--- config.mk ---
export PLATFORM = sky130hd
export DESIGN_NAME = rmq_out
export DESIGN_NICKNAME = d
export VERILOG_FILES = /design/src/design/rmq_pkg.sv /design/src/design/rmq_out.sv
export SDC_FILE = /design/constraint.sdc
export NUM_CORES = 1
export LEC_CHECK = 0
export BUFFER_PORTS_ARGS = -buffer_cell sky130_fd_sc_hd__buf_2
export CAP_MARGIN = 20
export CORE_MARGIN = 5
export CORE_UTILIZATION = 40
export CTS_BUF_LIST = sky130_fd_sc_hd__clkbuf_4
export CTS_CLUSTER_DIAMETER = 40
export DETAILED_ROUTE_END_ITERATION = 10
export SLEW_MARGIN = 20
export SYNTH_ARGS = -nofsm -noshare
export SYNTH_HDL_FRONTEND = slang
export SYNTH_SLANG_ARGS = --single-unit
--- constraint.sdc ---
create_clock -name clk -period 4.8 [get_ports clk]
set_input_delay 0.72 -clock clk [delete_from_list [all_inputs] [get_ports clk]]
set_output_delay 0.72 -clock clk [all_outputs]
set_load 0.005 [all_outputs]
--- src/design/rmq_pkg.sv ---
// Shared constants, types and saturation helper for the rotation matrix to
// quaternion pipeline. No dependencies.
package rmq_pkg;

	localparam int DW  = 16;                   // element and component width
	localparam int FB  = 14;                   // fraction bits
	localparam int AW  = DW + 3;               // root argument, signed
	localparam int MW  = DW + 1;               // pair sum or difference magnitude
	localparam int NW  = ((DW + FB + 2) / 2) * 2; // root radicand, even width
	localparam int RW  = NW / 2;               // root width
	localparam int QNW = DW + FB + 2;          // dividend and quotient width

	typedef enum logic [1:0] {
		PATH_W = 2'd0,
		PATH_X = 2'd1,
		PATH_Y = 2'd2,
		PATH_Z = 2'd3
	} path_t;

	typedef struct packed {
		path_t      path;
		logic       fault;
		logic [2:0] neg;
	} meta_t;

	typedef logic [2:0][MW-1:0]  mag3_t;
	typedef logic [2:0][QNW-1:0] quo3_t;

	// clamp a magnitude with sign into the signed DW range
	function automatic logic [DW-1:0] sat_mag(input logic [QNW-1:0] m, input logic neg);
		logic [QNW-1:0] lim_p;
		logic [QNW-1:0] lim_n;
		logic [QNW-1:0] neg_m;
		logic [DW-1:0]  res;
		lim_p = {{(QNW-DW+1){1'b0}}, {(DW-1){1'b1}}};
		lim_n = lim_p + 1'b1;
		neg_m = ~m + 1'b1;
		if (neg) begin
			if (m > lim_n)
				res = lim_n[DW-1:0];
			else
				res = neg_m[DW-1:0];
		end else begin
			if (m > lim_p)
				res = lim_p[DW-1:0];
			else
				res = m[DW-1:0];
		end
		return res;
	endfunction

endpackage

--- src/design/rmq_out.sv ---
// Output stage: own component, sign and saturation, placement, output register
// and the pipeline advance enable. Depends on rmq_pkg.
module rmq_out import rmq_pkg::*; (
	input  logic          clk,
	input  logic          arst_n,
	input  logic          in_valid,
	input  logic [RW-1:0] root_in,
	input  meta_t         meta_in,
	input  quo3_t         quo_in,
	input  logic          out_ready,
	output logic          ce,
	output logic          out_valid,
	output logic [4*DW-1:0] out_data,
	output logic [2:0]    out_user
);

	logic [RW:0]          own_sum;
	logic [DW-1:0]        own;
	logic [3:0][DW-1:0]   comp;

	assign ce = !out_valid || out_ready;

	always_comb begin
		int k;
		k       = 0;
		own_sum = {1'b0, root_in} + 1'b1;
		own     = sat_mag(QNW'(own_sum[RW:1]), 1'b0);
		for (int i = 0; i < 4; i++) begin
			if (i == int'(meta_in.path)) begin
				comp[i] = own;
			end else begin
				comp[i] = sat_mag(quo_in[k], meta_in.neg[k]);
				k++;
			end
		end
		if (meta_in.fault)
			comp = '0;
	end

	always_ff @(posedge clk or negedge arst_n) begin
		if (!arst_n)
			out_valid <= 1'b0;
		else if (ce)
			out_valid <= in_valid;
	end

	always_ff @(posedge clk) begin
		if (ce) begin
			out_data <= comp;
			out_user <= {meta_in.fault, meta_in.path};
		end
	end

endmodule

==> flow_summary_export.csv <==
group,metric,value,unit
routing,highest_layer,"met5",
clocking,clk_pin_slew_worst_paths,0.13,ns
synth,synth.avg_cell_area,8.819,sq um
sta,max_freq,247.0,MHz
setup_path,criticalPathCategory,"in2reg",
synth,ys_types,95,
die,core,0.01730,sq mm
synth,syn-instance-count,801,
grt,grt_usage,0.2751,
pwr,power.density,222.3,mW/mm^2
sta,tns,0,ns
pwr,ir_drop,0.1037,mV
setup_path,cp.arrival,4.28,ns
clocking,ctsLongestPathBuffers,2,
clocking,cts-root-buf,"clkbuf_4",
sta,finalSetupViolations,0,
sta,skew,0.01931,ns
sta,fin_crit,4.049,ns
hold_path,hp-class,"in2reg",
synth,synth_ff_type,"edfxtp_1",
placement,port_buffers,190,
die,row_count,48,
pwr,p_leak,3.428,nW
setup_path,cp-end-kind,"flip-flop",
sta,rsz0062_at_grt,"no",
synth,async_flop_share,0.01471,
grt,grt_max_degree,43,
synth,ys_seq_area_frac,0.2883,
layout,drive_gt1_frac,0.3078,
clocking,clock_sinks,68,
clocking,cts_made_buffers,9,
die,start_util,0.4084,
sta,drv_slew,0,
routing,via_count,7552,
clocking,cts_htree_levels,3,
routing,drtIter0Drc,704,
routing,first_pass_iters,7,
routing,ant_nets,0,
setup_path,cp.required,5.03,ns
synth,netlist.area_leader.share,0.2848,
routing,wl_met3,2.557,mm
sta,hold_viol_final,0,
die,die_h,142.9,um
clocking,cts_tree,"built",
routing,wl_met1,12.44,mm
sta,max_slew_margin,0.2628,
synth,ys_ff_latch,68,
sta,tightest_slew,1.103,ns
sta,finalCritPeriodShare,0.8435,
setup_path,cp_max_fo,10,
run_status,status,"finished clean",
placement,gp_congestion,1.012,
layout,nets,1108,
clocking,postCtsSetupBuffers,0,
grt,antenna_found_initial,4,
die,die-area,0.02042,sq mm
routing,wl_met2,12.29,mm
setup_path,rr_worst_depth,2,
placement,dp_hpwl,22.07,mm
routing,drt-total-wl,28.30,mm
flow_run,maxCapViolations,0,
die,die_w,142.9,um
synth,yosys-top-cells-area,"edfxtp_1 28%, mux2i_1 8.1%, a211oi_1 5.0%",
hold_path,holdPathStages,2,
sta,fin_ws,0.7512,ns
clocking,clkLatencyLatePin,0.45,ns
setup_path,critPathLaunchType,"input pin",
placement,pre_cts_slack,0.3541,ns
routing,viasPerCell,6.241,
die,io_pins,191,
layout,area_delta_synth_final,18.33,%
grt,grt_pass1_wl,42.95,mm
routing,wire_per_inst,23.39,um
synth,synth_nets,933,
grt,grt-ovfl-total,0,
synth,synth_top_area_cell,"edfxtp_1",
synth,yosys_warnings,0,
routing,drcViolationCount,0,
synth,synth_area,0.007064,sq mm
synth,synth-edff-count,67,
grt,grt_pass1_vias,7247,
[cell families after synthesis]
family                   Yosys count  synth area share
AND/OR/NAND/NOR                  289            0.2287
buffers and inverters             81           0.06058
XOR/XNOR                          14           0.01736
flip-flops                        68            0.2883
AO/OA/AOI/OAI                    276            0.2949
adder cells (fa/ha/maj)           10           0.01771
multiplexers                      63           0.09245
[cell type report]
type / count / area (sq um)
Clock inverter: 5 / 30.03
Antenna cell: 4 / 10.01
Clock buffer: 11 / 82.58
Multi-Input combinational cell: 652 / 4611
Inverter: 17 / 68.82
Fill cell: 1750 / 8937
Tap cell: 225 / 281.5
Timing Repair Buffer: 228 / 1239
Sequential cell: 68 / 2037
[critical path, cell delays in order]
cell and delay [ns]:
buf_2 0.16, inv_1 0.11, nand2_1 0.19, inv_1 0.08, ha_1 0.38, buf_4 0.25, mux2i_1 0.21, a2bb2oi_1 0.47
and4_1 0.34, a41oi_1 0.14, or2_1 0.35, nor2_2 0.37, a31oi_1 0.14, a221oi_1 0.36
[Yosys cell counts, drive strengths merged (13+ instances only)]
| library cell | number |
|---|---|
| a211oi | 51 |
| a21oi | 38 |
| a221oi | 28 |
| a31oi | 13 |
| buf | 28 |
| clkbuf | 36 |
| edfxtp | 67 |
| inv | 17 |
| mux2i | 58 |
| nand2 | 70 |
| nand3 | 31 |
| nor2 | 63 |
| nor3 | 17 |
| nor4 | 19 |
| o21ai | 56 |
[worst paths after layout]
| check | from | end | slack (ns) |
|---|---|---|---|
| setup reg to reg | out_valid$_DFFE_PN0P_ | out_data[20]$_SDFFCE_PP0P_ | 3.12 |
| hold reg to reg | out_valid$_DFFE_PN0P_ | out_data[53]$_SDFFCE_PP0P_ | 0.91 |
| hold / removal | in_valid | out_valid$_DFFE_PN0P_ | 0.44 |
| setup / recovery | meta_in[5] | out_data[41]$_SDFFCE_PP0P_ | 0.75 |
| max in group asynchronous | arst_n | out_valid$_DFFE_PN0P_ | 4.16 |
| min in group asynchronous | arst_n | out_valid$_DFFE_PN0P_ | 0.56 |
[routing by layer]
metal | global-route usage | up-vias
met5 | 0 | -
met4 | 0.1121 | 2
met3 | 0.04990 | 62
met2 | 0.4214 | 443
met1 | 0.3837 | 3544
li1 | - | 3501
[repair_timing]
item,4_1_cts,5_1_grt
hold buffers,1,0
gates resized for setup,0,0
endpoints found under the hold margin,1,0
[per-stage QoR]
stage               hold slack (ns)  total power [W]  cell area (sq um)  cells    util
finish                       0.4404         0.001859               8359   1210  0.4833
global route                 0.4223         0.001957               8354   1208  0.4830
CTS                          0.4076         0.001859               8346   1206  0.4825
detailed placement           0.4962         0.001509               8223   1189  0.4754
global placement             0.4946         0.001509               8223   1189  0.4754
floorplan                    0.4244         0.001214               7064    801       -
[placed cells by master, fill, tap and decap left out, drive strengths merged, types with 11 or more instances in the layout]
| cell | Yosys | final |
|---|---|---|
| nand2b | 12 | 12 |
| a31oi | 13 | 13 |
| a211oi | 51 | 51 |
| buf | 28 | 227 |
| a2bb2oi | 11 | 11 |
| nor3 | 17 | 17 |
| inv | 17 | 17 |
| edfxtp | 67 | 67 |
| nor4 | 19 | 19 |
| a221oi | 28 | 28 |
| nand2 | 70 | 70 |
| mux2i | 58 | 58 |
| clkbuf | 36 | 11 |
| nand3 | 31 | 31 |
| xnor2 | 11 | 11 |
| a21oi | 38 | 38 |
| nor3b | 12 | 12 |
| nor2 | 63 | 63 |
| o21ai | 56 | 56 |
[state kept, by name, indices dropped and copies added, names as in the netlist]
| signal | cells |
|---|---|
| out_data | 64 |
| out_user | 3 |
| out_valid | 1 |
[report_power, final]
group          internal (W)  switching, W
clock network      0.000115      0.000234
logic              0.000290      0.000472
registers          0.000731     0.0000168
total               0.00114      0.000723
No activity file was read; power rests on OpenSTA's default activity.
