## src/design/rmq_pkg.sv

```systemverilog
// Shared constants, types and saturation helper for the rotation matrix to
// quaternion pipeline. No dependencies.
package rmq_pkg;

	localparam int DW  = 16;                   // element and component width
	localparam int FB  = 14;                   // fraction bits
	localparam int AW  = DW + 3;               // root argument, signed
	localparam int MW  = DW + 1;               // pair sum or difference magnitude
	localparam int NW  = ((DW + FB + 2) / 2) * 2; // root radicand, even width
	localparam int RW  = NW / 2;               // root width
	localparam int QNW = DW + FB + 2;          // dividend and quotient width

	typedef enum logic [1:0] {
		PATH_W = 2'd0,
		PATH_X = 2'd1,
		PATH_Y = 2'd2,
		PATH_Z = 2'd3
	} path_t;

	typedef struct packed {
		path_t      path;
		logic       fault;
		logic [2:0] neg;
	} meta_t;

	typedef logic [2:0][MW-1:0]  mag3_t;
	typedef logic [2:0][QNW-1:0] quo3_t;

	// clamp a magnitude with sign into the signed DW range
	function automatic logic [DW-1:0] sat_mag(input logic [QNW-1:0] m, input logic neg);
		logic [QNW-1:0] lim_p;
		logic [QNW-1:0] lim_n;
		logic [QNW-1:0] neg_m;
		logic [DW-1:0]  res;
		lim_p = {{(QNW-DW+1){1'b0}}, {(DW-1){1'b1}}};
		lim_n = lim_p + 1'b1;
		neg_m = ~m + 1'b1;
		if (neg) begin
			if (m > lim_n)
				res = lim_n[DW-1:0];
			else
				res = neg_m[DW-1:0];
		end else begin
			if (m > lim_p)
				res = lim_p[DW-1:0];
			else
				res = m[DW-1:0];
		end
		return res;
	endfunction

endpackage

```

## src/design/rmq_sqrt.sv

```systemverilog
// Pipelined integer square root, one root bit per stage, side data carried.
// Depends on rmq_pkg.
module rmq_sqrt import rmq_pkg::*; (
	input  logic          clk,
	input  logic          arst_n,
	input  logic          ce,
	input  logic          in_valid,
	input  logic [NW-1:0] n_in,
	input  meta_t         meta_in,
	input  mag3_t         mag_in,
	output logic          out_valid,
	output logic [RW-1:0] root_out,
	output meta_t         meta_out,
	output mag3_t         mag_out
);

	logic          v_s    [RW+1];
	logic [NW-1:0] n_s    [RW+1];
	logic [RW+1:0] rem_s  [RW+1];
	logic [RW-1:0] root_s [RW+1];
	meta_t         meta_s [RW+1];
	mag3_t         mag_s  [RW+1];

	assign v_s[0]    = in_valid;
	assign n_s[0]    = n_in;
	assign rem_s[0]  = '0;
	assign root_s[0] = '0;
	assign meta_s[0] = meta_in;
	assign mag_s[0]  = mag_in;

	for (genvar k = 0; k < RW; k++) begin : g_stage
		localparam int I = RW - 1 - k;
		logic [RW+2:0] sh, trial, diff;
		logic          ge;

		assign sh    = {rem_s[k][RW:0], n_s[k][2*I+1 -: 2]};
		assign trial = {1'b0, root_s[k], 2'b01};
		assign diff  = sh - trial;
		assign ge    = sh >= trial;

		always_ff @(posedge clk or negedge arst_n) begin
			if (!arst_n)
				v_s[k+1] <= 1'b0;
			else if (ce)
				v_s[k+1] <= v_s[k];
		end

		always_ff @(posedge clk) begin
			if (ce) begin
				root_s[k+1] <= {root_s[k][RW-2:0], ge};
				meta_s[k+1] <= meta_s[k];
				mag_s[k+1]  <= mag_s[k];
			end
		end

		if (k < RW - 1) begin : g_rem
			always_ff @(posedge clk) begin
				if (ce) begin
					rem_s[k+1] <= ge ? diff[RW+1:0] : sh[RW+1:0];
					n_s[k+1]   <= n_s[k];
				end
			end
		end
	end

	assign out_valid = v_s[RW];
	assign root_out  = root_s[RW];
	assign meta_out  = meta_s[RW];
	assign mag_out   = mag_s[RW];

endmodule

```

## config.mk

```make
export PLATFORM = sky130hd
export DESIGN_NAME = rmq_sqrt
export DESIGN_NICKNAME = d
export VERILOG_FILES = /design/src/design/rmq_pkg.sv /design/src/design/rmq_sqrt.sv
export SDC_FILE = /design/constraint.sdc
export NUM_CORES = 1
export LEC_CHECK = 0
export ABC_AREA = 1
export ABC_CLOCK_PERIOD_IN_PS = 2200
export BUFFER_PORTS_ARGS = -buffer_cell sky130_fd_sc_hd__buf_4
export CORE_MARGIN = 5
export CORE_UTILIZATION = 35
export DETAILED_ROUTE_END_ITERATION = 7
export PLACE_DENSITY_LB_ADDON = 0.05
export SLEW_MARGIN = 40
export SYNTH_ARGS = -nofsm -noshare
export SYNTH_HDL_FRONTEND = slang
export SYNTH_SLANG_ARGS = --single-unit
```

## constraint.sdc

```tcl
create_clock -name clk -period 2.2 [get_ports clk]
set_clock_uncertainty 0.1 [all_clocks]
set_input_delay 0.22 -clock clk [delete_from_list [all_inputs] [get_ports clk]]
set_output_delay 0.22 -clock clk [all_outputs]
set_load 0.1 [all_outputs]
```

==> out/results.tsv, run 1 <==
metric	value	unit
outcome	complete, no violations	
initial antenna violation count	0	
yosys warns	0	
Final Setup Violations	0	
Worst Path Arrival	2.59	ns
grt total ovfl	0	
design internal power	54700	µW
crit path capture type	register	
Avg Vias per Cell	4.32	
vias in the first global route	34000	
antenna viol nets, final	0	
Die Wd	426	µm
Core ar.	172000	µm²
PwrDens	939	nW/µm²
hold slack	0.0819	ns
max cap viols	0	
I/O pins	167	
pin count of the biggest net entering global routing	98	
Finished Layout Cells	7833	
Stages on worst setup path	10	
slew at the pin closest to its max-slew limit	0.556	ns
die area	181000	µm²
sw power	17800	µW
fin crit share	0.978	
Placer Congestion	0.812	
Seq/Total Area, Yosys	0.763	
Gate Count Post-Synth	4469	
share of layout cells above drive strength 1	0.220	
CTS Root Cell	clkbuf_16	
clk buf depth	3	
worst rel slew slack	0.630	
CP max FO	8	
DRT iter0 DRCs	1775	
Lkg Pwr	0.0311	µW
Largest delay share family, worst path	flip-flops	
GRT Total Usage	0.127	
Setup TNS Final	0	ns
library cells used by synthesis	46	
cell taking the most area after synthesis	edfxtp_1	
Critical R2R Launch	g_stage[5].sh[6]$_DFFE_PP_	
minimum clock period	2.15	ns
Final Hold Fails	0	
top post-synthesis cells by area	edfxtp_1 76%, nand2_1 7.0%, inv_1 3.9%	
most common cell after layout, fill and taps aside	edfxtp_1	
syn avg cell area	13.5	µm²
Max stage delay on crit path	0.44	ns
Post-DP HPWL	77.6	mm
most frequent CP cell	nand2_2	
Worst-path clk slew	0.06	ns
combinational fraction of design power	0.127	
TritonCTS Sinks	1541	
Hold WC Path Type	input pin to register	
DRC Markers	0	
EDFF count, synth	1525	
initial core utilization	0.352	
Buf/Inv on CP	2	
post-route cell area	77200	µm²
htree depth	4	
most frequent cells in the layout	1525 x edfxtp_1, 1075 x nand2_1, 598 x buf_4, 594 x inv_1	
R2R cell count	10	
Crit-path slowest cell	edfxtp_1	
Die Ht	426	µm
Sequential Power Share	0.497	
worst skew pair latency	0.80	ns
drt pass-1 iters	5	
routed len/inst	14.9	µm
Slew Limit Fails	0	
worst hold endpoint	mag_s[772]$_DFFE_PP_	
fillers	15700	
Synth Flop Type	edfxtp_1	
crit path cell chain	ha_4, nand2_1, o21a_1, nand2_2, nor2_2, nand2_2, clkinvlp_4, buf_6, nand2_2, nand2_1	
async set or reset register ratio after synthesis	0.0104	
flop-to-flop setup slack	0.05	ns
Area after DPL	67400	µm²
I/O Buffers	166	
Inserted Clock Buffers	173	
worst vdd ir	0.714	mV
Vias	33800	
Layout area overhead	27.5	%
fin nets	5635	
site row count	152	
Fmax	0.465	GHz
placed cells	7248	
Synth Cell Area	60500	µm²
FF+latch count, synth	1541	
critical path required time	2.64	ns
switch share	0.246	
worst hold path depth	2	
Syn Nets	4714	
Power, Total	72500	µW
FF-to-FF End	g_stage[6].sh[7]$_DFFE_PP_	
Setup CP Type	register to register	
TritonCTS clock tree	yes	
clock network power share	0.376	
WL final	117	mm
hold_sp	mag_in[7]	
unrepaired setup endpoints after global routing	yes	
first-pass GRT wire length	183	mm
share of the synthesized area in the top cell type	0.757	
Startpoint Class	register	
synth_stat cells, types with 2 or more instances:
cell type	count
a211oi_1	2
a21oi_1	127
and2_1	3
and3_1	4
buf_2	17
buf_4	64
buf_6	8
clkbuf_1	4
dfrtp_1	16
edfxtp_1	1525
ha_1	152
inv_1	630
inv_2	9
nand2_1	1127
nand2_2	17
nand3_1	177
nand3_2	8
nand3_4	2
nand3b_1	23
nand4_1	97
nor2_1	196
nor2_2	11
nor2_4	4
nor3_1	43
nor3_2	6
nor4_1	2
o211ai_1	2
o21a_1	4
o21ai_0	75
o21ai_1	3
o21ai_2	2
o21bai_1	5
o21bai_2	2
or2_2	11
xnor2_1	23
xor2_1	58
through the flow:
step / worst slack, ns / utilization
final: 0.0484 / 0.449
after global routing: -0.0583 / 0.449
after CTS: -0.0139 / 0.437
after detailed placement: -0.309 / 0.392
after global placement: -0.295 / 0.392
after floorplan: 0.210 / -
registers in the layout (all words and copies together), names as in the netlist:
register	count
n_s	210
g_stage.sh	267
mag_out	51
meta_out	6
meta_s	90
out_valid	1
root_out	16
mag_s	765
v_s	15
g_stage.trial	120
power by group through the flow:
| stage | registers, µW | logic [µW] | clock network [µW] |
|---|---|---|---|
| 3_5_place_dp | 36600 | 8140 | 0 |
| 6_report | 36000 | 9210 | 27300 |
| 2_1_floorplan | 36200 | 4720 | 0 |
| 4_1_cts | 36000 | 8570 | 28500 |
| 5_1_grt | 36200 | 10400 | 29700 |
| 3_3_place_gp | 36500 | 8160 | 0 |
timing repair:
item	in CTS	in global routing
setup buffers	7	79
hold buffers	180	1
endpoints found under the setup margin	101	217
pin swaps	3	55
gates resized for setup	52	285
endpoints found under the hold margin	362	16
gates cloned	1	9
metal layers:
metal,part of all wire,track usage,vias to the layer above
met2,0.49,0.214,439
met4,0.028,0.0447,0
met3,0.038,0.0267,214
met5,0,0,-
li1,-,-,17200
met1,0.44,0.162,16000
logic make-up (layout without fill, tap and decap cells):
family          count (synthesis)  in the layout  synth area share
simple gates                 1735           1738             0.123
fa+ha+maj                     152            152            0.0314
compound gates                225            225            0.0196
flops                        1541           1541             0.763
other cells                     1              2         0.0000620
xor+xnor                       81             81            0.0117
buf+inv                       734           1784            0.0512
final cells by class:
| type | count | area, µm² | share of cell area |
|---|---|---|---|
| sequential | 1541 | 46200 | 0.599 |
| multi-input combinational | 2197 | 12900 | 0.167 |
| timing repair buffer | 838 | 7360 | 0.0954 |
| clock buffer | 215 | 4540 | 0.0588 |
| tap | 2310 | 2890 | 0.0375 |
| inverter | 639 | 2400 | 0.0312 |
| clock inverter | 92 | 871 | 0.0113 |
| antenna | 1 | 2.50 | 0.0000324 |
worst max-delay path by stage:
stage / start / to / slack, ns
after floorplan: g_stage[13].sh[10]$_DFFE_PP_ / g_stage[14].sh[10]$_DFFE_PP_ / 0.21
after global placement: g_stage[8].sh[5]$_DFFE_PP_ / g_stage[9].sh[3]$_DFFE_PP_ / -0.29
after detailed placement: g_stage[8].sh[5]$_DFFE_PP_ / g_stage[9].sh[3]$_DFFE_PP_ / -0.31
after CTS: g_stage[13].trial[6]$_DFFE_PP_ / g_stage[14].sh[15]$_DFFE_PP_ / -0.01
after global routing: g_stage[5].sh[6]$_DFFE_PP_ / g_stage[6].sh[7]$_DFFE_PP_ / -0.06
final: g_stage[5].sh[6]$_DFFE_PP_ / g_stage[6].sh[7]$_DFFE_PP_ / 0.05
Note: power is estimated with default switching activity, not from simulation.
==> inputs of run 2 (changes only) <==
CORE_UTILIZATION = 33   (was 35)
==> run 2 against run 1 <==
Net effect: total power increased by 0.31%; flip-flop and latch count stayed put; die area grew 5.9%; non-clock buffer count rose by 41; clock-buffer cell count grew 10; critical endpoint is now g_stage[10].sh[8]$_DFFE_PP_.
==> out/results.tsv, run 2 (synthesis gave the netlist of run 1 again) <==
metric	value	unit
fin crit share	0.970	
Final Hold Fails	0	
GRT Total Usage	0.120	
outcome	complete, no violations	
most frequent cells in the layout	1525 x edfxtp_1, 1065 x nand2_1, 635 x buf_4, 590 x inv_1, 182 x clkbuf_16	
worst skew pair latency	0.79	ns
TritonCTS Sinks	1541	
I/O pins	167	
Lkg Pwr	0.0314	µW
die area	192000	µm²
Fmax	0.469	GHz
Post-DP HPWL	78.7	mm
Core ar.	183000	µm²
CTS Root Cell	clkbuf_16	
Power, Total	72700	µW
design internal power	55000	µW
slew at the pin closest to its max-slew limit	0.623	ns
Biggest register	mag_s	
clock network power share	0.376	
clk buf depth	3	
worst hold endpoint	n_s[488]$_DFFE_PP_	
critical path required time	2.62	ns
Startpoint Class	register	
pre-CTS setup slack	-0.142	ns
worst rel slew slack	0.581	
Die Ht	438	µm
combinational fraction of design power	0.129	
vias in the first global route	34000	
max reg flops	765	
hold slack	0.0986	ns
unrepaired setup endpoints after global routing	yes	
DRC Markers	0	
Slew Limit Fails	0	
Final Setup Violations	0	
pin count of the biggest net entering global routing	86	
first-pass GRT wire length	184	mm
grt total ovfl	0	
site row count	157	
Final WS setup	0.0660	ns
Layout area overhead	28.3	%
hold_sp	n_in[8]	
Worst-path clk slew	0.06	ns
drt pass-1 iters	7	
initial core utilization	0.331	
I/O Buffers	166	
Die Wd	438	µm
flop-to-flop setup slack	0.07	ns
Placer Congestion	0.794	
worst hold path depth	2	
sw power	17700	µW
Sequential Power Share	0.495	
Vias	33900	
CP max FO	15	
Inserted Clock Buffers	173	
Worst Path Arrival	2.55	ns
htree depth	4	
Setup CP Type	register to register	
switch share	0.243	
worst vdd ir	0.681	mV
FF-to-FF End	g_stage[10].sh[8]$_DFFE_PP_	
Avg Vias per Cell	4.27	
most common cell after layout, fill and taps aside	edfxtp_1	
WL final	118	mm
DRT iter0 DRCs	1811	
Critical R2R Launch	g_stage[9].sh[8]$_DFFE_PP_	
R2R cell count	10	
antenna viol nets, final	0	
routed len/inst	14.9	µm
share of layout cells above drive strength 1	0.227	
crit path capture type	register	
fin nets	5676	
max cap viols	0	
minimum clock period	2.13	ns
Hold WC Path Type	input pin to register	
PwrDens	936	nW/µm²
initial antenna violation count	2	
TritonCTS clock tree	yes	
==> run 2: changes by cell type in the layout (fill, tap and decap cells not counted), sizes merged <==
| cell | change |
|---|---|
| buf | +41 |
| bufinv | +1 |
| clkinvlp | -1 |
| dlymetal6s4s | -1 |
| dlygate4sd3 | -1 |
| clkbuf | +12 |
| clkinv | -12 |
| inv | +4 |
==> run 2: per-stage QoR <==
stage | cell area [µm²] | utilization | TNS (ns) | std cells
global route | 77600 | 0.425 | -0.869 | 7951
detailed placement | 67800 | 0.371 | -3.05 | 7359
floorplan | 60500 | - | 0 | 4469
global placement | 67800 | 0.371 | -3.47 | 7359
CTS | 75500 | 0.413 | 0 | 7869
finish | 77600 | 0.425 | 0 | 7951
==> run 2: area by class of cell <==
cell class                      count  area, µm²
Clock inverter                     84        776
Inverter                          639       2410
Tap cell                         2385       2980
Antenna cell                        1       2.50
Timing Repair Buffer              879       7790
Clock buffer                      225       4610
Sequential cell                  1541      46200
Fill cell                       17000     105000
Multi-Input combinational cell   2197      12900
==> run 2: worst max path at each step <==
stage                                              from                      endpoint  slack [ns]  depth (start not counted)
after CTS                  g_stage[10].sh[11]$_DFFE_PP_   g_stage[11].sh[2]$_DFFE_PP_      0.0008                         12
after global placement    g_stage[5].trial[5]$_DFFE_PP_   g_stage[6].sh[11]$_DFFE_PP_       -0.18                         11
after global routing      g_stage[4].trial[4]$_DFFE_PP_    g_stage[5].sh[3]$_DFFE_PP_       -0.04                         11
after detailed placement     g_stage[7].sh[8]$_DFFE_PP_    g_stage[8].sh[3]$_DFFE_PP_       -0.14                          8
after floorplan            g_stage[13].sh[10]$_DFFE_PP_  g_stage[14].sh[10]$_DFFE_PP_        0.21                         12
final                        g_stage[9].sh[8]$_DFFE_PP_   g_stage[10].sh[8]$_DFFE_PP_        0.07                         10
==> run 2: power groups by stage <==
stage	combinational, µW	sequential [µW]	clock (µW)
after floorplan	4720	36200	0
after global routing	10600	36200	29800
final	9400	36000	27300
after CTS	8780	35900	28700
after global placement	8360	36500	0
after detailed placement	8330	36500	0
==> run 2: timing repair <==
action / CTS / global route
cloned: 1 / 9
endpoints found under the setup margin: 137 / 230
hold buffers: 178 / 1
hold endpoints to repair: 297 / 16
setup buffers: 22 / 73
pin swaps: 6 / 72
gates resized for setup: 42 / 291
==> run 2: routing by layer <==
layer,vias up,share of wire,global-route usage
met4,0,0.030,0.0424
met5,-,0,0
li1,17300,-,-
met3,226,0.039,0.0269
met2,460,0.49,0.202
met1,16000,0.44,0.154
==> run 2: critical path, stage by stage (launching register included) <==
cell	delay [ns]
edfxtp_1	0.46
ha_4	0.34
nand2_1	0.11
nor2_4	0.16
nand2_1	0.10
buf_4	0.15
nand3b_1	0.12
nor2_4	0.06
buf_12	0.14
nand2_1	0.07
nand2_1	0.05
