### config.mk
export PLATFORM = sky130hd
export DESIGN_NAME = rmq_front
export DESIGN_NICKNAME = d
export VERILOG_FILES = /design/src/design/rmq_pkg.sv /design/src/design/rmq_front.sv
export SDC_FILE = /design/constraint.sdc
export NUM_CORES = 1
export LEC_CHECK = 0
export ABC_AREA = 1
export ABC_CLOCK_PERIOD_IN_PS = 800
export BUFFER_PORTS_ARGS = -buffer_cell sky130_fd_sc_hd__buf_2
export CORE_ASPECT_RATIO = 0.7
export CORE_UTILIZATION = 35
export CTS_CLUSTER_SIZE = 10
export DETAILED_ROUTE_END_ITERATION = 16
export GPL_TIMING_DRIVEN = 0
export SETUP_SLACK_MARGIN = 0.05
export SYNTH_ARGS = -nofsm -noshare
export SYNTH_HDL_FRONTEND = slang
export SYNTH_SLANG_ARGS = --single-unit
### constraint.sdc
create_clock -name clk -period 0.8 [get_ports clk]
set_input_delay 0.16 -clock clk [delete_from_list [all_inputs] [get_ports clk]]
set_output_delay 0.16 -clock clk [all_outputs]
set_load 0.01 [all_outputs]
### src/design/rmq_pkg.sv
// Shared constants, types and saturation helper for the rotation matrix to
// quaternion pipeline. No dependencies.
package rmq_pkg;

	localparam int DW  = 16;                   // element and component width
	localparam int FB  = 14;                   // fraction bits
	localparam int AW  = DW + 3;               // root argument, signed
	localparam int MW  = DW + 1;               // pair sum or difference magnitude
	localparam int NW  = ((DW + FB + 2) / 2) * 2; // root radicand, even width
	localparam int RW  = NW / 2;               // root width
	localparam int QNW = DW + FB + 2;          // dividend and quotient width

	typedef enum logic [1:0] {
		PATH_W = 2'd0,
		PATH_X = 2'd1,
		PATH_Y = 2'd2,
		PATH_Z = 2'd3
	} path_t;

	typedef struct packed {
		path_t      path;
		logic       fault;
		logic [2:0] neg;
	} meta_t;

	typedef logic [2:0][MW-1:0]  mag3_t;
	typedef logic [2:0][QNW-1:0] quo3_t;

	// clamp a magnitude with sign into the signed DW range
	function automatic logic [DW-1:0] sat_mag(input logic [QNW-1:0] m, input logic neg);
		logic [QNW-1:0] lim_p;
		logic [QNW-1:0] lim_n;
		logic [QNW-1:0] neg_m;
		logic [DW-1:0]  res;
		lim_p = {{(QNW-DW+1){1'b0}}, {(DW-1){1'b1}}};
		lim_n = lim_p + 1'b1;
		neg_m = ~m + 1'b1;
		if (neg) begin
			if (m > lim_n)
				res = lim_n[DW-1:0];
			else
				res = neg_m[DW-1:0];
		end else begin
			if (m > lim_p)
				res = lim_p[DW-1:0];
			else
				res = m[DW-1:0];
		end
		return res;
	endfunction

endpackage

### src/design/rmq_front.sv
// Input stage: trace, branch choice, root argument and off-diagonal pairs.
// Depends on rmq_pkg.
module rmq_front import rmq_pkg::*; (
	input  logic             clk,
	input  logic             arst_n,
	input  logic             ce,
	input  logic             in_valid,
	input  logic [9*DW-1:0]  in_data,
	output logic             out_valid,
	output logic [NW-1:0]    n_out,
	output meta_t            meta_out,
	output mag3_t            mag_out
);

	localparam logic signed [AW-1:0] ONE = AW'(1 << FB);

	logic signed [DW-1:0] e [9];
	logic signed [AW-1:0] tr, a;
	logic signed [DW-1:0] mx;
	logic signed [MW-1:0] d [3];
	path_t                path;
	logic                 fault;
	meta_t                meta;
	mag3_t                mag;
	logic [NW-1:0]        n;

	always_comb begin
		for (int i = 0; i < 9; i++)
			e[i] = signed'(in_data[i*DW +: DW]);
		tr = AW'(e[0]) + AW'(e[4]) + AW'(e[8]);
		mx = e[0];
		if (!tr[AW-1]) begin
			path = PATH_W;
		end else begin
			path = PATH_X;
			if (e[4] > mx) begin
				path = PATH_Y;
				mx   = e[4];
			end
			if (e[8] > mx)
				path = PATH_Z;
		end
		case (path)
			PATH_W: begin
				a    = tr + ONE;
				d[0] = MW'(e[5]) - MW'(e[7]);
				d[1] = MW'(e[6]) - MW'(e[2]);
				d[2] = MW'(e[1]) - MW'(e[3]);
			end
			PATH_X: begin
				a    = AW'(e[0]) - AW'(e[4]) - AW'(e[8]) + ONE;
				d[0] = MW'(e[5]) - MW'(e[7]);
				d[1] = MW'(e[3]) + MW'(e[1]);
				d[2] = MW'(e[2]) + MW'(e[6]);
			end
			PATH_Y: begin
				a    = AW'(e[4]) - AW'(e[8]) - AW'(e[0]) + ONE;
				d[0] = MW'(e[6]) - MW'(e[2]);
				d[1] = MW'(e[3]) + MW'(e[1]);
				d[2] = MW'(e[7]) + MW'(e[5]);
			end
			default: begin
				a    = AW'(e[8]) - AW'(e[0]) - AW'(e[4]) + ONE;
				d[0] = MW'(e[1]) - MW'(e[3]);
				d[1] = MW'(e[2]) + MW'(e[6]);
				d[2] = MW'(e[7]) + MW'(e[5]);
			end
		endcase
		fault = a[AW-1] || (a == '0);
		for (int j = 0; j < 3; j++)
			mag[j] = d[j][MW-1] ? MW'(-d[j]) : MW'(d[j]);
		meta.path  = path;
		meta.fault = fault;
		meta.neg   = {d[2][MW-1], d[1][MW-1], d[0][MW-1]};
		n = fault ? '0 : (NW'(a[DW:0]) << FB);
	end

	always_ff @(posedge clk or negedge arst_n) begin
		if (!arst_n)
			out_valid <= 1'b0;
		else if (ce)
			out_valid <= in_valid;
	end

	always_ff @(posedge clk) begin
		if (ce) begin
			n_out    <= n;
			meta_out <= meta;
			mag_out  <= mag;
		end
	end

endmodule

==> impl_metrics.env, run 1 <==
export IMPL_status="finished with violations"
export IMPL_violations="setup timing"
export IMPL_leakage_nw=11.8
export IMPL_dr_max_layer_used="met4"
export IMPL_final_util_pct=48.0
export IMPL_initial_core_util_pct=35.8
export IMPL_rr_worst_depth=1
export IMPL_die_area_um2=50300
export IMPL_critPathTopFamily="simple AND/OR/NAND/NOR gates"
export IMPL_dr_pass1_iters=6
export IMPL_cp_slowest_stage_delay_ns=0.44
export IMPL_post_dp_cell_area_um2=19700
export IMPL_drc=0
export IMPL_cts_tree="yes"
export IMPL_vdd_drop_max_mv=1.18
export IMPL_cp_slowest_cell="nand4_1"
export IMPL_dpl_hpwl_mm=56.7
export IMPL_rsz0062_at_grt="true"
export IMPL_synth_xor_area_share_pct=5.63
export IMPL_ant_nets=0
export IMPL_synth_compound_area_share_pct=9.84
export IMPL_fp_dieH_um=188
export IMPL_gp_congestion=0.971
export IMPL_synth_commonest_cells="nand2_1 (611), inv_1 (422), ha_1 (258), nor2_1 (223), nand3_1 (217)"
export IMPL_cts_max_level=3
export IMPL_path_max_fanout=8
export IMPL_clock_sinks=75
export IMPL_final_cell_area_um2=23200
export IMPL_crit_arrival_ns=4.99
export IMPL_netlist_top_cells_area="ha_1 (19%), nand2_1 (13%), edfxtp_1 (13%)"
export IMPL_rows=67
export IMPL_cp_num_buf_inv=12
export IMPL_worst_pin_slew_ns=0.883
export IMPL_synth_edf_count=74
export IMPL_synth_seq_cells=75
export IMPL_syn_avg_cell_area_um2=6.68
export IMPL_synth_area_leader_cell="ha_1"
export IMPL_syn_area_um2=17300
export IMPL_fmaxAchievable_mhz=206
export IMPL_relSlewSlack_pct=40.5
export IMPL_synthMuxAreaShare_pct=0.0652
export IMPL_die_x_um=268
export IMPL_worst_slack_ns=-4.06
export IMPL_grt_remaining_overflow=0
export IMPL_synth_most_common_cell="nand2_1"
export IMPL_finalSetupViolCount=149
export IMPL_synth_fa_ha_area_share_pct=27.2
export IMPL_hold_path_cell_count=2
export IMPL_synth_top_family_by_area="simple AND/OR/NAND/NOR gates"
export IMPL_track_usage_pct=26.8
export IMPL_worstPathRequired_ns=0.93
export IMPL_drt_iter0_markers=1654
export IMPL_fin_skew_ns=0
export IMPL_fin_tns_setup_ns=-305.05
export IMPL_clk_latency_ns=0.37
export IMPL_synth_top_flop_cell="edfxtp_1"
export IMPL_grt_pass1_vias=17472
export IMPL_syn2layout_area_growth_pct=34.1
export IMPL_io_buffers=222
export IMPL_fin_crit_sh_pct=607
export IMPL_drv_cap=0
export IMPL_dp_cells=3479
export IMPL_slew_violations=0
export IMPL_viasPerCell=5.15
export IMPL_clock_path_buffers=2
export IMPL_coreArea_um2=48300
export IMPL_hold_class="input pin to flop"
export IMPL_cp_end_kind="flop"
export IMPL_p_per_area_nw_per_um2=2520
export IMPL_synth_simple_area_share_pct=32.1
export IMPL_synthCells=2587
export IMPL_wl_met2_mm=27.3
export IMPL_report_final_hold_viol_count=0
export IMPL_fin_crit_ns=4.86
export IMPL_final_cells=3632
export IMPL_nets=3447
export IMPL_crit_type="input pin to flop"
export IMPL_synth_cell_types=57
export IMPL_clk_pin_slew_ns=0.07
export IMPL_wl_per_cell_um=19.1
export IMPL_grt_max_degree=49
export IMPL_async_reset_ff_share_pct=1.33
export IMPL_grt_pass1_wl_mm=102
export IMPL_crit_path_start_kind="input pin"
export IMPL_routed_wl_met3_mm=6.80
export IMPL_drt_wl_total_mm=69.4
export IMPL_wirelength_met1_mm=34.2
export IMPL_via_count=18711
export IMPL_clockRootBuffer="clkbuf_16"
export IMPL_synth_top_area_share_pct=18.7
export IMPL_drive_gt1_share_pct=25.7
export IMPL_yosys_warnings=0
export IMPL_cp_num_cells=33
export IMPL_cts_buffers_inserted=9
export IMPL_yosysSeqAreaShare_pct=13.0
export IMPL_ios=238
export IMPL_grt_antenna_before_repair=7
==> sequential cells by signal (all words and copies together) (netlist names) <==
name,flops
mag_out,51
n_out,17
meta_out,6
out_valid,1
==> cell usage in the layout, fill, tap and decap left out, types with 19 or more instances in the layout <==
cell,synthesis,routed
nor2_1,223,168
nand3_4,1,42
fa_1,74,74
nor2_4,2,48
clkbuf_1,31,23
inv_2,7,22
a21oi_1,146,141
nand3_1,217,165
xor2_1,87,86
nor2_2,15,24
inv_1,422,377
nand4_1,85,85
ha_1,258,241
nand3_2,16,27
nand2_1,611,545
o21ai_0,89,71
buf_4,20,113
nand2_2,2,48
xnor2_1,24,20
buf_6,7,46
nor3_1,21,19
edfxtp_1,74,74
buf_2,23,209
==> what timing repair did <==
item,in CTS,in global routing
endpoints found under the hold margin,1,0
setup buffers,73,48
pin swaps,84,123
cloned,8,4
resized for setup,284,214
hold buffers,1,0
endpoints found under the setup margin,197,150
==> where the power goes <==
group / internal (mW) / leakage, nW / switching (mW)
registers: 6.92 / 0.732 / 0.513
clock network: 2.51 / 0.156 / 2.05
logic: 17.8 / 10.9 / 28.7
==> final cells by class <==
cell class,instances,area [µm²]
clock buffer,9,225
clock inverter,7,92.6
multi-input combinational,2011,14600
buffer,84,682
fill,4843,25100
sequential,75,2250
inverter,430,1750
tap,655,820
antenna,5,12.5
timing repair buffer,356,2710
==> kinds of logic (layout without fill, tap and decap cells) <==
logic type / count (synthesis) / count (layout)
mux: 1 / 1
xor+xnor: 111 / 111
compound gates: 308 / 308
simple gates: 1244 / 1244
flops: 75 / 75
other cells: 1 / 20
buf+inv: 515 / 886
fa+ha+maj: 332 / 332
==> path summary, 6_finish.rpt <==
check	from	to	slack [ns]
worst max register to register	out_valid	out_valid	0.03
min in group asynchronous	arst_n	out_valid	0.10
max in group asynchronous	arst_n	out_valid	0.62
worst min register to register	out_valid	out_valid	0.54
worst max-delay path	in_data[14]	mag_out[12]	-4.06
worst min-delay path	in_valid	out_valid	0.03
==> metrics by stage <==
stage | worst slack (ns) | hold WS [ns] | power, mW
4_1_cts | -3.79 | 0.0137 | 52.1
6_report | -4.06 | 0.0263 | 58.4
5_1_grt | -4.13 | 0.0120 | 62.2
3_3_place_gp | -5.72 | -0.0650 | 42.1
2_1_floorplan | -3.29 | -0.136 | 30.5
3_5_place_dp | -5.67 | -0.0634 | 42.3
==> metal layers <==
metal | vias to the layer above | GRT usage, %
met5 | - | 0
met4 | 0 | 5.12
met3 | 53 | 5.07
met2 | 717 | 36.6
met1 | 8844 | 42.5
li1 | 9097 | -
(Power assumes the default switching activity.)
==> run 2, diff against run 1 <==
RECOVER_POWER = 25   (was unset)
SETUP_SLACK_MARGIN = 0.5   (was 0.05)
==> run 2 against run 1 <==
Against the previous run:
- the run still ends with setup timing left
- via count is 1.3% higher
- worst setup slack worse by 0.056 ns
- clock power hardly changed
- final area is 1.1% higher
- clock skew stayed put
- worst hold slack better by 0.0011 ns
- global-route usage stayed put
- largest power group unchanged
- highest routed layer unchanged
==> impl_metrics.env, run 2 (synthesis gave the netlist of run 1 again) <==
export IMPL_status="finished with violations"
export IMPL_violations="setup timing"
export IMPL_timing_reg2reg_setup_slack_ns=0.03
export IMPL_grt_pass1_wl_mm=102
export IMPL_relSlewSlack_pct=37.3
export IMPL_finalSetupViolCount=157
export IMPL_dp_cells=3479
export IMPL_nets=3461
export IMPL_mostFrequentLayoutCell="nand2_1"
export IMPL_p_switching_mw=31.4
export IMPL_cts_max_level=3
export IMPL_clk_latency_ns=0.37
export IMPL_seq_power_share_pct=12.7
export IMPL_dpl_hpwl_mm=56.7
export IMPL_holdPathEnd="out_valid"
export IMPL_fin_crit_ns=4.91
export IMPL_clock_sinks=75
export IMPL_rows=67
export IMPL_swShare_pct=53.5
export IMPL_critPathTopFamily="simple AND/OR/NAND/NOR gates"
export IMPL_grt_remaining_overflow=0
export IMPL_worstPathRequired_ns=0.93
export IMPL_ios=238
export IMPL_place_ws_ns=-5.67
export IMPL_syn2layout_area_growth_pct=35.5
export IMPL_vdd_drop_max_mv=1.20
export IMPL_largest_reg_flops=51
export IMPL_largest_register="mag_out"
export IMPL_via_count=18947
export IMPL_die_area_um2=50300
export IMPL_drv_cap=0
export IMPL_clock_path_buffers=2
export IMPL_fin_crit_sh_pct=614
export IMPL_clk_pin_slew_ns=0.07
export IMPL_initial_core_util_pct=35.8
export IMPL_cp_slowest_cell="nand4_1"
export IMPL_die_x_um=268
export IMPL_fmaxAchievable_mhz=203
export IMPL_gr_usage_met1_pct=42.5
export IMPL_grt_pass1_vias=17472
export IMPL_hold_class="input pin to flop"
export IMPL_dr_pass1_iters=6
export IMPL_grt_antenna_before_repair=7
export IMPL_busiest_layer="met1"
export IMPL_track_usage_pct=26.8
export IMPL_io_buffers=222
export IMPL_gr_usage_met3_pct=5.07
export IMPL_clockRootBuffer="clkbuf_16"
export IMPL_cts_buffers_inserted=9
export IMPL_grt_max_degree=49
export IMPL_wl_per_cell_um=19.4
export IMPL_rsz0062_at_grt="true"
export IMPL_drc=0
export IMPL_multi_input_area_um2=14600
export IMPL_coreArea_um2=48300
export IMPL_p_int_mw=27.3
export IMPL_cp_slowest_stage_delay_ns=0.45
export IMPL_p_per_area_nw_per_um2=2510
export IMPL_cp_num_buf_inv=12
export IMPL_r2r_start="out_valid"
export IMPL_crit_path_start_kind="input pin"
export IMPL_viasPerCell=5.20
export IMPL_crit_type="input pin to flop"
export IMPL_leakage_nw=11.9
export IMPL_report_final_hold_viol_count=0
export IMPL_final_cells=3646
export IMPL_worst_r2r_endpoint="out_valid"
export IMPL_worst_slack_ns=-4.11
export IMPL_p_clk_share_pct=7.8
export IMPL_hp_start="in_valid"
export IMPL_final_cell_mix="nand2_1 (545), inv_1 (377), ha_1 (241)"
export IMPL_fp_dieH_um=188
export IMPL_pwr_share_comb_pct=79.5
export IMPL_slew_violations=0
export IMPL_use_met2_pct=36.6
export IMPL_drt_wl_total_mm=70.6
export IMPL_ff_latch_area_um2=2250
export IMPL_worst_pin_slew_ns=0.931
export IMPL_cp_end_kind="flop"
export IMPL_path_max_fanout=8
export IMPL_fin_skew_ns=0
export IMPL_drive_gt1_share_pct=26.1
export IMPL_cts_tree="yes"
export IMPL_hold_path_cell_count=2
export IMPL_num_fill_cells=4822
export IMPL_ant_nets=0
export IMPL_crit_arrival_ns=5.05
export IMPL_reg_top3="mag_out: 51 flops, n_out: 17 flops, meta_out: 6 flops"
export IMPL_gp_congestion=0.971
export IMPL_drt_iter0_markers=1822
export IMPL_rr_worst_depth=1
==> run 2: repair_timing <==
item	in CTS	in global routing
hold endpoints to repair	1	0
buffers inserted	73	52
gates resized for setup	287	218
cloned	8	12
pin swaps	84	123
hold buffers	1	0
setup endpoints to repair	224	198
==> run 2: routing by layer <==
metal	wire (µm)	share of wire, %
met1	34700	49
met2	28000	40
met3	6740	9.5
met4	1180	1.7
met5	0	0
==> run 2: layout make-up <==
class,instances,area share [%]
antenna,5,0.0534
inverter,430,7.49
tap,655,3.50
timing repair buffer,369,12.6
clock buffer,9,0.962
clock inverter,7,0.395
sequential,75,9.59
buffer,85,2.98
multi-input combinational,2011,62.4
==> run 2: power by group through the flow <==
stage	registers (mW)	logic, mW	clock network (mW)
after floorplan	8.37	22.2	0
after global placement	7.53	34.6	0
after detailed placement	7.55	34.8	0
after CTS	7.47	40.0	4.68
after global routing	7.59	50.0	4.78
final	7.44	46.7	4.56
==> run 2: stage by stage <==
step                hold slack, ns  util [%]  total power [mW]  setup TNS, ns  cell area [µm²]
floorplan                   -0.136         -              30.5        -226.94            17700
global placement           -0.0650      40.7              42.1        -488.00            19600
detailed placement         -0.0634      40.7              42.3        -420.47            19700
CTS                         0.0137      45.3              52.1        -288.17            21900
global route                0.0120      48.5              62.4        -313.28            23400
finish                      0.0274      48.5              58.7        -308.37            23400
==> run 2: how the worst max path moves through the flow <==
stage           startpoint     endpoint  slack [ns]  cells after the start
2_1_floorplan   in_data[7]  mag_out[46]       -3.29                     39
3_3_place_gp   in_data[15]   mag_out[4]       -5.72                     27
3_5_place_dp   in_data[15]   mag_out[4]       -5.67                     27
4_1_cts        in_data[14]  mag_out[36]       -3.79                     32
5_1_grt        in_data[14]  mag_out[46]       -4.13                     37
6_report       in_data[14]  mag_out[12]       -4.11                     33
